--- config.mk ---
export PLATFORM = sky130hd
export DESIGN_NAME = depth_discount_path_generator
export DESIGN_NICKNAME = d
export VERILOG_FILES = /design/src/rtl/ddpg_pkg.sv /design/src/rtl/depth_discount_path_generator.sv /design/src/rtl/ddpg_mul.sv /design/src/rtl/ddpg_seq.sv
export SDC_FILE = /design/constraint.sdc
export NUM_CORES = 2
export LEC_CHECK = 0
export BUFFER_PORTS_ARGS = -buffer_cell sky130_fd_sc_hd__buf_2
export CAP_MARGIN = 20
export CORE_ASPECT_RATIO = 0.75
export CORE_MARGIN = 3
export CORE_UTILIZATION = 55
export CTS_CLUSTER_SIZE = 28
export DETAILED_ROUTE_END_ITERATION = 7
export PLACE_DENSITY_LB_ADDON = 0.2
export SETUP_SLACK_MARGIN = 0.15
export SLEW_MARGIN = 20
export SYNTH_ARGS = -nofsm -noshare
export SYNTH_HDL_FRONTEND = slang
export SYNTH_SLANG_ARGS = --single-unit
--- constraint.sdc ---
create_clock -name clk -period 16.7 [get_ports clk]
set_input_delay 0 -clock clk [delete_from_list [all_inputs] [get_ports clk]]
set_output_delay 0 -clock clk [all_outputs]
set_load 0.01 [all_outputs]
--- src/rtl/ddpg_pkg.sv ---
package ddpg_pkg;

    localparam int EXPLICIT_DEPTHS = 6;
    localparam int FRAC_BITS       = 16;
    localparam int LEN_W           = 8;
    localparam int TOP_W           = 3;
    localparam int DISC_W          = FRAC_BITS + 1;
    localparam int CONC_W          = 32;
    localparam int CFG_IDX_W       = 3;
    localparam int CFG_DATA_W      = 32;
    localparam int PROD_W          = CONC_W + 1;

    localparam logic [DISC_W-1:0] ONE_Q      = DISC_W'(1) << FRAC_BITS;
    localparam logic [DISC_W-1:0] DISC_RESET = ONE_Q >> 1;
    localparam logic [TOP_W-1:0]  TOP_MAX    = TOP_W'(EXPLICIT_DEPTHS - 1);

    localparam logic [CFG_IDX_W-1:0] REG_TOP_DEPTH  = 3'd0;
    localparam logic [CFG_IDX_W-1:0] REG_DISC_FIRST = 3'd1;
    localparam logic [CFG_IDX_W-1:0] REG_ALPHA      = 3'd7;

    typedef struct packed {
        logic [LEN_W-1:0] node_length;
        logic             path_start;
    } node_item_t;

    typedef struct packed {
        logic [DISC_W-1:0] node_discount;
        logic [CONC_W-1:0] node_concentration;
    } res_item_t;

    typedef struct packed {
        logic [TOP_W-1:0]                         top_depth;
        logic [EXPLICIT_DEPTHS-1:0][DISC_W-1:0]   discount;
        logic [CONC_W-1:0]                        alpha;
    } cfg_t;

endpackage

--- src/rtl/depth_discount_path_generator.sv ---
// Depth discount generator for the nodes of one context-tree path.
// The node channel (node_valid, node_stall, node_item) takes one node at a
// time: its context length and a flag that marks the first node of a path.
// The result channel (res_valid, res_stall, res_item) returns one item per
// node with the node's discount (Q1.16) and concentration (Q16.16).
// The configuration channel (cfg_valid, cfg_ready, cfg_index, cfg_data) is
// always ready and writes top_depth, the six depth discounts and alpha.
// One shared 32 by 17 multiplier does all the work, one product per cycle
// while a node is in work and no stalled result holds it back. The result
// register is loaded in the concentration step, after E explicit steps for
// the depths between parent and node and R repeat steps for the depths
// beyond top_depth that reuse the top discount. A new node can be accepted
// in the cycle after the previous result has been loaded, not before.
// If the receiver stalls, the result waits in its register; the block can
// accept and work on the next node, then waits before loading its result.
// Reset sets top_depth to zero, every discount to one half, alpha to zero,
// forgets the parent, and clears the running concentration.
module depth_discount_path_generator
    import ddpg_pkg::*;
(
    input  logic                  clk,
    input  logic                  rst_n,
    input  logic                  node_valid,
    output logic                  node_stall,
    input  node_item_t            node_item,
    output logic                  res_valid,
    input  logic                  res_stall,
    output res_item_t             res_item,
    input  logic                  cfg_valid,
    output logic                  cfg_ready,
    input  logic [CFG_IDX_W-1:0]  cfg_index,
    input  logic [CFG_DATA_W-1:0] cfg_data
);

    cfg_t             cfg_reg;
    logic [TOP_W-1:0] disc_idx;

    assign cfg_ready = 1'b1;
    assign disc_idx  = cfg_index - REG_DISC_FIRST;

    always_ff @(posedge clk or negedge rst_n)
    begin
        if (!rst_n)
        begin
            cfg_reg.top_depth <= '0;
            cfg_reg.alpha     <= '0;
            for (int k = 0; k < EXPLICIT_DEPTHS; k++)
            begin
                cfg_reg.discount[k] <= DISC_RESET;
            end
        end
        else if (cfg_valid && cfg_ready)
        begin
            unique case (cfg_index)
                REG_TOP_DEPTH: cfg_reg.top_depth <= cfg_data[TOP_W-1:0];
                REG_ALPHA:     cfg_reg.alpha     <= cfg_data[CONC_W-1:0];
                default:       cfg_reg.discount[disc_idx] <= cfg_data[DISC_W-1:0];
            endcase
        end
    end

    ddpg_seq u_seq (
        .clk        (clk),
        .rst_n      (rst_n),
        .cfg        (cfg_reg),
        .node_valid (node_valid),
        .node_stall (node_stall),
        .node_item  (node_item),
        .res_valid  (res_valid),
        .res_stall  (res_stall),
        .res_item   (res_item)
    );

`ifndef SYNTH
    a_busy_after_accept: assert property (@(posedge clk) disable iff (!rst_n)
        (node_valid && !node_stall) |=> node_stall)
        else $error("block took a node item without going busy");

    a_disc_range: assert property (@(posedge clk) disable iff (!rst_n)
        res_valid |-> (res_item.node_discount <= ONE_Q))
        else $error("discount above one");

    a_result_from_work: assert property (@(posedge clk) disable iff (!rst_n)
        $rose(res_valid) |-> $past(node_stall))
        else $error("result item appeared without a node item in progress");
`endif

endmodule

--- src/rtl/ddpg_mul.sv ---
module ddpg_mul
    import ddpg_pkg::*;
(
    input  logic [CONC_W-1:0] a,
    input  logic [DISC_W-1:0] b,
    output logic [PROD_W-1:0] prod
);

    logic [CONC_W+DISC_W-1:0] full;

    assign full = {{DISC_W{1'b0}}, a} * {{CONC_W{1'b0}}, b};
    assign prod = full[FRAC_BITS +: PROD_W];

endmodule

--- src/rtl/ddpg_seq.sv ---
module ddpg_seq
    import ddpg_pkg::*;
(
    input  logic       clk,
    input  logic       rst_n,
    input  cfg_t       cfg,
    input  logic       node_valid,
    output logic       node_stall,
    input  node_item_t node_item,
    output logic       res_valid,
    input  logic       res_stall,
    output res_item_t  res_item
);

    localparam logic [1:0] ST_IDLE = 2'd0;
    localparam logic [1:0] ST_EXPL = 2'd1;
    localparam logic [1:0] ST_REP  = 2'd2;
    localparam logic [1:0] ST_CONC = 2'd3;

    logic [1:0]        state_reg, state_next;
    logic              has_parent_reg, has_parent_next;
    logic [LEN_W-1:0]  parent_len_reg, parent_len_next;
    logic [CONC_W-1:0] conc_reg, conc_next;
    logic [DISC_W-1:0] d_reg, d_next;
    logic [TOP_W-1:0]  i_reg, i_next;
    logic [TOP_W-1:0]  last_reg, last_next;
    logic [LEN_W-1:0]  cnt_reg, cnt_next;
    logic              out_valid_reg, out_valid_next;
    res_item_t         out_item_reg, out_item_next;

    logic              accept;
    logic              out_free;
    logic [TOP_W-1:0]  top_eff;
    logic              has_p;
    logic [LEN_W-1:0]  plen;
    logic [LEN_W:0]    first;
    logic [TOP_W-1:0]  last;
    logic [LEN_W-1:0]  top_ext;
    logic [LEN_W-1:0]  base;
    logic [LEN_W-1:0]  len;
    logic              expl_go;
    logic              rep_go;
    logic [CONC_W-1:0] mul_a;
    logic [DISC_W-1:0] mul_b;
    logic [PROD_W-1:0] mul_p;

    function automatic logic [DISC_W-1:0] clamp_disc(input logic [DISC_W-1:0] v);
        clamp_disc = (v > ONE_Q) ? ONE_Q : v;
    endfunction

    assign node_stall = (state_reg != ST_IDLE);
    assign accept     = node_valid && !node_stall;
    assign out_free   = !out_valid_reg || !res_stall;
    assign res_valid  = out_valid_reg;
    assign res_item   = out_item_reg;

    assign top_eff = (cfg.top_depth > TOP_MAX) ? TOP_MAX : cfg.top_depth;
    assign top_ext = {{(LEN_W-TOP_W){1'b0}}, top_eff};
    assign len     = node_item.node_length;
    assign has_p   = !node_item.path_start && has_parent_reg;
    assign plen    = node_item.path_start ? '0 : parent_len_reg;
    assign first   = has_p ? ({1'b0, plen} + (LEN_W+1)'(1)) : '0;
    assign last    = (len < top_ext) ? len[TOP_W-1:0] : top_eff;
    assign base    = (has_p && (plen > top_ext)) ? plen : top_ext;
    assign expl_go = (first <= {{(LEN_W+1-TOP_W){1'b0}}, last});
    assign rep_go  = (len > base);

    always_comb
    begin
        if (state_reg == ST_CONC)
        begin
            mul_a = conc_reg;
            mul_b = d_reg;
        end
        else
        begin
            mul_a = {{(CONC_W-DISC_W){1'b0}}, d_reg};
            mul_b = (state_reg == ST_EXPL) ? clamp_disc(cfg.discount[i_reg])
                                           : clamp_disc(cfg.discount[top_eff]);
        end
    end

    ddpg_mul u_mul (
        .a    (mul_a),
        .b    (mul_b),
        .prod (mul_p)
    );

    always_comb
    begin
        state_next      = state_reg;
        has_parent_next = has_parent_reg;
        parent_len_next = parent_len_reg;
        conc_next       = conc_reg;
        d_next          = d_reg;
        i_next          = i_reg;
        last_next       = last_reg;
        cnt_next        = cnt_reg;
        out_valid_next  = out_valid_reg && res_stall;
        out_item_next   = out_item_reg;
        unique case (state_reg)
            ST_IDLE:
            begin
                if (accept)
                begin
                    if (node_item.path_start)
                    begin
                        conc_next = cfg.alpha;
                    end
                    has_parent_next = 1'b1;
                    parent_len_next = len;
                    d_next          = ONE_Q;
                    i_next          = first[TOP_W-1:0];
                    last_next       = last;
                    cnt_next        = rep_go ? (len - base) : '0;
                    state_next      = expl_go ? ST_EXPL : (rep_go ? ST_REP : ST_CONC);
                end
            end
            ST_EXPL:
            begin
                d_next = mul_p[DISC_W-1:0];
                i_next = i_reg + TOP_W'(1);
                if (i_reg == last_reg)
                begin
                    state_next = (cnt_reg != '0) ? ST_REP : ST_CONC;
                end
            end
            ST_REP:
            begin
                d_next   = mul_p[DISC_W-1:0];
                cnt_next = cnt_reg - LEN_W'(1);
                if (cnt_reg == LEN_W'(1))
                begin
                    state_next = ST_CONC;
                end
            end
            ST_CONC:
            begin
                if (out_free)
                begin
                    out_valid_next                   = 1'b1;
                    out_item_next.node_discount      = d_reg;
                    out_item_next.node_concentration = conc_reg;
                    conc_next                        = mul_p[CONC_W-1:0];
                    state_next                       = ST_IDLE;
                end
            end
            default:
            begin
                state_next = ST_IDLE;
            end
        endcase
    end

    always_ff @(posedge clk or negedge rst_n)
    begin
        if (!rst_n)
        begin
            state_reg      <= ST_IDLE;
            has_parent_reg <= 1'b0;
            parent_len_reg <= '0;
            conc_reg       <= '0;
            out_valid_reg  <= 1'b0;
        end
        else
        begin
            state_reg      <= state_next;
            has_parent_reg <= has_parent_next;
            parent_len_reg <= parent_len_next;
            conc_reg       <= conc_next;
            out_valid_reg  <= out_valid_next;
        end
    end

    always_ff @(posedge clk)
    begin
        d_reg        <= d_next;
        i_reg        <= i_next;
        last_reg     <= last_next;
        cnt_reg      <= cnt_next;
        out_item_reg <= out_item_next;
    end

endmodule
# ---- Yosys cells after proc, flatten, opt, wreduce, memory -nomap -nowiden
# Index checks and enable logic that the tools add are counted.
dict set report word_totals {
  reg_bits 261
  inputBits 49
  output_inout_bits 52
  wordCells 116
}
dict set report classes {
  add_sub_neg 5
  n_mul 1
  n_lt_le_gt_ge 11
  n_eq_ne 11
  muxes 38
  n_bitwise 1
  n_reduce_logical 30
}
# op count
set op_table {}
lappend op_table {{$mux 17} 8}
lappend op_table {{$mux 32} 4}
lappend op_table {{$bmux 17 s3} 2}
lappend op_table {{$bwmux 102} 1}
lappend op_table {{$pmux 32 s2} 1}
lappend op_table {{$demux 17 s3} 1}
lappend op_table {{$mul 32x17->48} 1}
lappend op_table {{$gt 17x17->1 const B} 2}
lappend op_table {{$pmux 17 s2} 1}
lappend op_table {{$mux 8} 4}
lappend op_table {{$pmux 8 s2} 1}
lappend op_table {{$reduce_and 2->1} 8}
lappend op_table {{$lt 3x4->1 const B} 3}
lappend op_table {{$mux 2} 5}
lappend op_table {{$reduce_bool 2->1} 5}
lappend op_table {{$add 8x1->9 const B} 1}
lappend op_table {{$le 9x3->1} 1}
lappend op_table {{$mux 3} 3}
lappend op_table {{$mux 9} 1}
lappend op_table {{$eq 8x1->1 const B} 1}
lappend op_table {{$gt 8x3->1} 1}
lappend op_table {{$gt 8x8->1} 1}
lappend op_table {{$lt 8x3->1} 1}
lappend op_table {{$pmux 2 s4} 1}
lappend op_table {{other kinds (23)} 39}

# ---- Logic depth before layout (Yosys ltp)
dict set report logic_depth {
  ltp_word 11
  depth_mapped 39
  depth_no_buf 34
}

# ---- Cells and area by module
# From an unflattened synthesis, not the netlist that was laid out.
dict set report unflattened {
  cells_unflattened 2951
  area_unflattened_um2 29914.9
}
# module n_inst cells_per_inst area_each_um2 seq_area_each_um2
set modules_own_cells {}
lappend modules_own_cells {ddpg_mul 1 1970 16965.0 0.0}
lappend modules_own_cells {ddpg_seq 1 675 7688.6 3503.4}
lappend modules_own_cells {depth_discount_path_generator 1 306 5261.3 3435.8}

# ---- Worst setup path after synthesis
# Ideal clock, no wire load.
dict set report synth_timing {
  path_kind {register to register}
  start {register cfg_reg[134] in the netlist's numbering}
  end {register u_seq.conc_reg[16]}
  setup_time_ns 0.069
  arrival_time_ns 7.984
  required_time_ns 16.631
  path_slack_ns 8.647
  stages_incl_launch_ff 33
  path_buffers 4
  period_less_slack_ns 8.053
  path_cell_list {dfrtp_1 buf_6 buf_2 mux2_4 o221ai_2 mux2i_1 a21oi_1 nand4_1 nor4b_2 o21ba_2 buf_8 a221oi_2 a21oi_4 buf_4 nand2_1 fa_1 fa_1 fa_1 fa_1 inv_1 fa_1 fa_1 ha_1 o211ai_1 nor2_1 a221oi_1 a2111oi_0 o211a_1 o21ai_0 nand2b_1 a311oi_1 mux2_2 nand3_1}
}
dict set report synth_via {
  elab_chain_cells 11
}
# element line
set synth_rtl {}
lappend synth_rtl {{start: declaration} depth_discount_path_generator.sv:35} ;# cfg_t cfg_reg;
lappend synth_rtl {{$gt 3x3->1} ddpg_seq.sv:57} ;# assign top_eff = (cfg.top_depth > TOP_MAX) ? TOP_MAX : cfg.top_depth;
lappend synth_rtl {{$mux 3 (*)} ddpg_seq.sv:57}
lappend synth_rtl {{$bmux 17 s3 (*)} ddpg_seq.sv:79} ;# : clamp_disc(cfg.discount[top_eff]);
lappend synth_rtl {{$mux 17 (implied by the code) (*)} ddpg_seq.sv:79}
lappend synth_rtl {{$gt 17x17->1} ddpg_seq.sv:48} ;# clamp_disc = (v > ONE_Q) ? ONE_Q : v;
lappend synth_rtl {{$mux 17 (*)} ddpg_seq.sv:48}
lappend synth_rtl {{$mux 17 (*)} ddpg_seq.sv:78} ;# mul_b = (state_reg == ST_EXPL) ? clamp_disc(cfg.discount[i_reg])
lappend synth_rtl {{$mux 17 (*)} ddpg_seq.sv:70} ;# if (state_reg == ST_CONC)
lappend synth_rtl {{$mul 32x17->48 (*)} ddpg_mul.sv:11} ;# assign full = {{DISC_W{1'b0}}, a} * {{CONC_W{1'b0}}, b};
lappend synth_rtl {{$mux 32 (*)} ddpg_seq.sv:139} ;# if (out_free)
lappend synth_rtl {{$pmux 32 s2 (*)} ddpg_seq.sv:101} ;# unique case (state_reg)
lappend synth_rtl {{end signal: assignment} ddpg_seq.sv:170} ;# conc_reg <= conc_next;
lappend synth_rtl {{end: declaration} ddpg_seq.sv:23} ;# logic [CONC_W-1:0] conc_reg, conc_next;
# Mark *: on every way between the ends. The rest lies on a longest branch, timed or not. The select of a mux whose other input is x is not followed.
# A chain may end at the register's enable or synchronous reset.

# ---- Final worst setup path
dict set report layout_timing {
  start {register u_seq.i_reg[0]}
  end {register u_seq.conc_reg[16]}
}
dict set report layout_via {
  elab_chain_cells 9
}
# element line
set layout_rtl {}
lappend layout_rtl {{start: declaration} ddpg_seq.sv:25} ;# logic [TOP_W-1:0] i_reg, i_next;
lappend layout_rtl {{start signal: assignment} ddpg_seq.sv:178} ;# i_reg <= i_next;
lappend layout_rtl {{$bmux 17 s3 (*)} ddpg_seq.sv:78}
lappend layout_rtl {{$mux 17 (implied by the code) (*)} ddpg_seq.sv:78}
lappend layout_rtl {{$gt 17x17->1} ddpg_seq.sv:48}
lappend layout_rtl {{$mux 17 (*)} ddpg_seq.sv:48}
lappend layout_rtl {{$mux 17 (*)} ddpg_seq.sv:78}
lappend layout_rtl {{$mux 17 (*)} ddpg_seq.sv:70}
lappend layout_rtl {{$mul 32x17->48 (*)} ddpg_mul.sv:11}
lappend layout_rtl {{$mux 32 (*)} ddpg_seq.sv:139}
lappend layout_rtl {{$pmux 32 s2 (*)} ddpg_seq.sv:101}
# Marked as above.

==> metrics.csv <==
metric,value,unit
outcome,"finished, final reports clean",
setup_violations,0,
largest_register_ffs,137,
place_congestion,0.951,
cp_slowest_cell,edfxtp_1,
port_buffers,99,
fp.dieH,208,µm
die-area,0.0571,mm²
start_kind,register,
synth_compound_area_frac,0.0738,
core,0.0533,mm²
synthSimpleGateAreaFrac,0.133,
clock_sinks,261,
wl_per_cell,22.6,µm
synth.net_count,3620,
slew_viol_final,0,
drtIter0Drc,2203,
hpwl,65.8,mm
drc,0,
drv_cap,0,
overflow,0,
drive_above_1_share,0.141,
synthArstFlopShare,0.693,
hold_viol,0,
synth_cell_types,85,
cts_setup_buffers,0,
initial_core_util,0.559,
regToRegStartpoint,u_seq.i_reg[0],
placed_cells,3684,
grt_first_pass_wirelength,135,mm
grt_pass1_vias,23500,
cts_htree_levels,1,
synth_fa_ha_area_frac,0.360,
final_common_cell,inv_1,
power_density,65.6,mW/mm²
final_area,0.0322,mm²
worstSetupEndpointType,register,
synth_edf_count,80,
synth_mux_area_frac,0.0961,
mostFrequentLayoutCells,"inv_1 (512), fa_1 (447), nand2_1 (419)",
ys_ff_latch,261,
clk_pin_slew_worst_paths,70,ps
fin_nets,3688,
syn_area_per_cell,10.0,µm²
cts_buffers,28,
ioPinCount,101,
worstSetupPathType,register to register,
drt_pass1_iterations,7,
slowest_delay,1000,ps
syn_area,0.0298,mm²
clock_latency,600,ps
tightest_slew,1200,ps
die_w,275,µm
grt_max_degree,110,
relSlewSlack,0.200,
setup_ws,6320,ps
r2r_cells,32,
synth-xor-area-share,0.0153,
final.setup_skew,41.0,ps
ant_nets,0,
cp_common_cell,fa_1,
rsz0062_at_grt,false,
tns,0,ps
preCtsSetupSlack,6490,ps
whs,28.6,ps
worstReg2RegEnd,u_seq.conc_reg[16],
dpl-instance-area,0.0308,mm²
ys.flop_type,dfrtp_1,
timing.fmax,96.4,MHz
num_rows,73,
yosysSeqAreaShare,0.233,
worst-path-max-fanout,22,
drt_wl_total,85.7,mm
antenna_found_initial,4,
fin_crit,10380,ps
final_cell_count_no_fill,3783,
peakVddDrop,94.4,µV
num_vias,22100,
clockBufferDepth,3,
arrival,10920,ps
syn_to_final_growth,8.02,%
min_period_over_period,0.621,
required,17240,ps
yosys_warnings,0,
cts_tree,done,
via_per_inst,5.85,
hp-class,input pin to async pin,
timing.reg2reg.setup_slack,6320,ps
synth_top_family_by_area,adder cells,
root_buffer,clkbuf_16,
leakagePower,15.7,nW
grt_usage,0.308,
synthCells,2980,
-- worst max-delay path, delay by kind of cell (launching register included) --
kind / cells / cell delay (ps)
fa+ha+maj: 7 / 3250
compound gates: 11 / 2890
simple gates: 7 / 1150
buf+inv: 5 / 1090
flops: 1 / 1000
mux: 2 / 940
-- layout make-up --
| cell class | instances | area [µm²] |
|---|---|---|
| Timing Repair Buffer | 182 | 1240 |
| Multi-Input combinational cell | 2059 | 20300 |
| Fill cell | 4549 | 21100 |
| Clock buffer | 38 | 778 |
| Sequential cell | 261 | 6940 |
| Inverter | 516 | 1940 |
| Antenna cell | 1 | 2.50 |
| Tap cell | 712 | 891 |
| Clock inverter | 14 | 145 |
-- power breakdown --
part / total (mW) / switching (mW) / leakage, nW / internal, mW
Sequential: 0.858 / 0.0965 / 2.92 / 0.761
Combinational: 0.616 / 0.373 / 12.3 / 0.244
Clock: 0.640 / 0.292 / 0.449 / 0.348
Total: 2.11 / 0.762 / 15.7 / 1.35
-- kinds of logic (layout without fill, tap and decap cells) --
family                   after synthesis  count (layout)
buffers and inverters                660             750
other                                  1               2
adder cells (fa/ha/maj)              591             591
XOR/XNOR                              52              52
multiplexers                         240             240
AO/OA/AOI/OAI                        311             311
flip-flops                           261             261
AND/OR/NAND/NOR                      864             864
-- worst max-delay path by stage --
| stage | start | endpoint | depth (start not counted) |
|---|---|---|---|
| final | u_seq.i_reg[0] | u_seq.conc_reg[16] | 32 |
| after global routing | u_seq.i_reg[0] | u_seq.d_reg[16] | 32 |
| after CTS | u_seq.i_reg[0] | u_seq.conc_reg[16] | 32 |
| after detailed placement | u_seq.i_reg[0] | u_seq.conc_reg[16] | 32 |
| after global placement | u_seq.i_reg[0] | u_seq.conc_reg[16] | 32 |
| after floorplan | cfg_reg[134] | u_seq.conc_reg[16] | 32 |
-- cells in the mapped netlist, types with 9 or more instances --
cell type  number  share of area
nand3_1        23         0.0039
nand4_1        10         0.0021
mux2i_1        55          0.018
mux2_2        161          0.061
edfxtp_1       80          0.081
a31oi_1        13         0.0027
fa_1          447           0.30
nor2_2          9         0.0019
nand2_2        10         0.0021
o21ai_0        63          0.011
nand2b_1       23         0.0048
xnor2_1        30         0.0088
nor2_1        149          0.019
a21oi_1        68          0.011
inv_1         512          0.064
or2_1          20         0.0042
clkbuf_1       89          0.011
a21o_1         33         0.0083
nor3_1         13         0.0022
and3_1         91          0.019
a21oi_4         9         0.0049
o21ai_1        13         0.0022
buf_4           9         0.0023
dfrtp_1       175           0.15
nand2_1       419          0.053
mux4_2         20          0.015
o31ai_1         9         0.0023
buf_1          15         0.0019
buf_6          13         0.0049
ha_1          144          0.060
buf_2          17         0.0029
o22ai_1        11         0.0023
and2_1         53          0.011
xor2_1         22         0.0065
nor2b_1        12         0.0025
-- through the flow --
step | utilization | total power, mW
2_1_floorplan | - | 1.26
3_3_place_gp | 0.578 | 1.43
3_5_place_dp | 0.578 | 1.45
4_1_cts | 0.604 | 2.10
5_1_grt | 0.604 | 2.19
6_report | 0.604 | 2.11
-- timing repair --
action / CTS / global route
hold buffers: 45 / 0
resized for setup: 0 / 0
endpoints found under the hold margin: 263 / 0
-- routing by layer --
layer	GRT usage	vias to the layer above	wire length, µm
met1	0.447	11200	36400
met3	0.104	171	10200
met5	0	-	9
met4	0.0777	2	2590
met2	0.445	1072	36500
li1	-	9646	-
(Power assumes the default switching activity.)
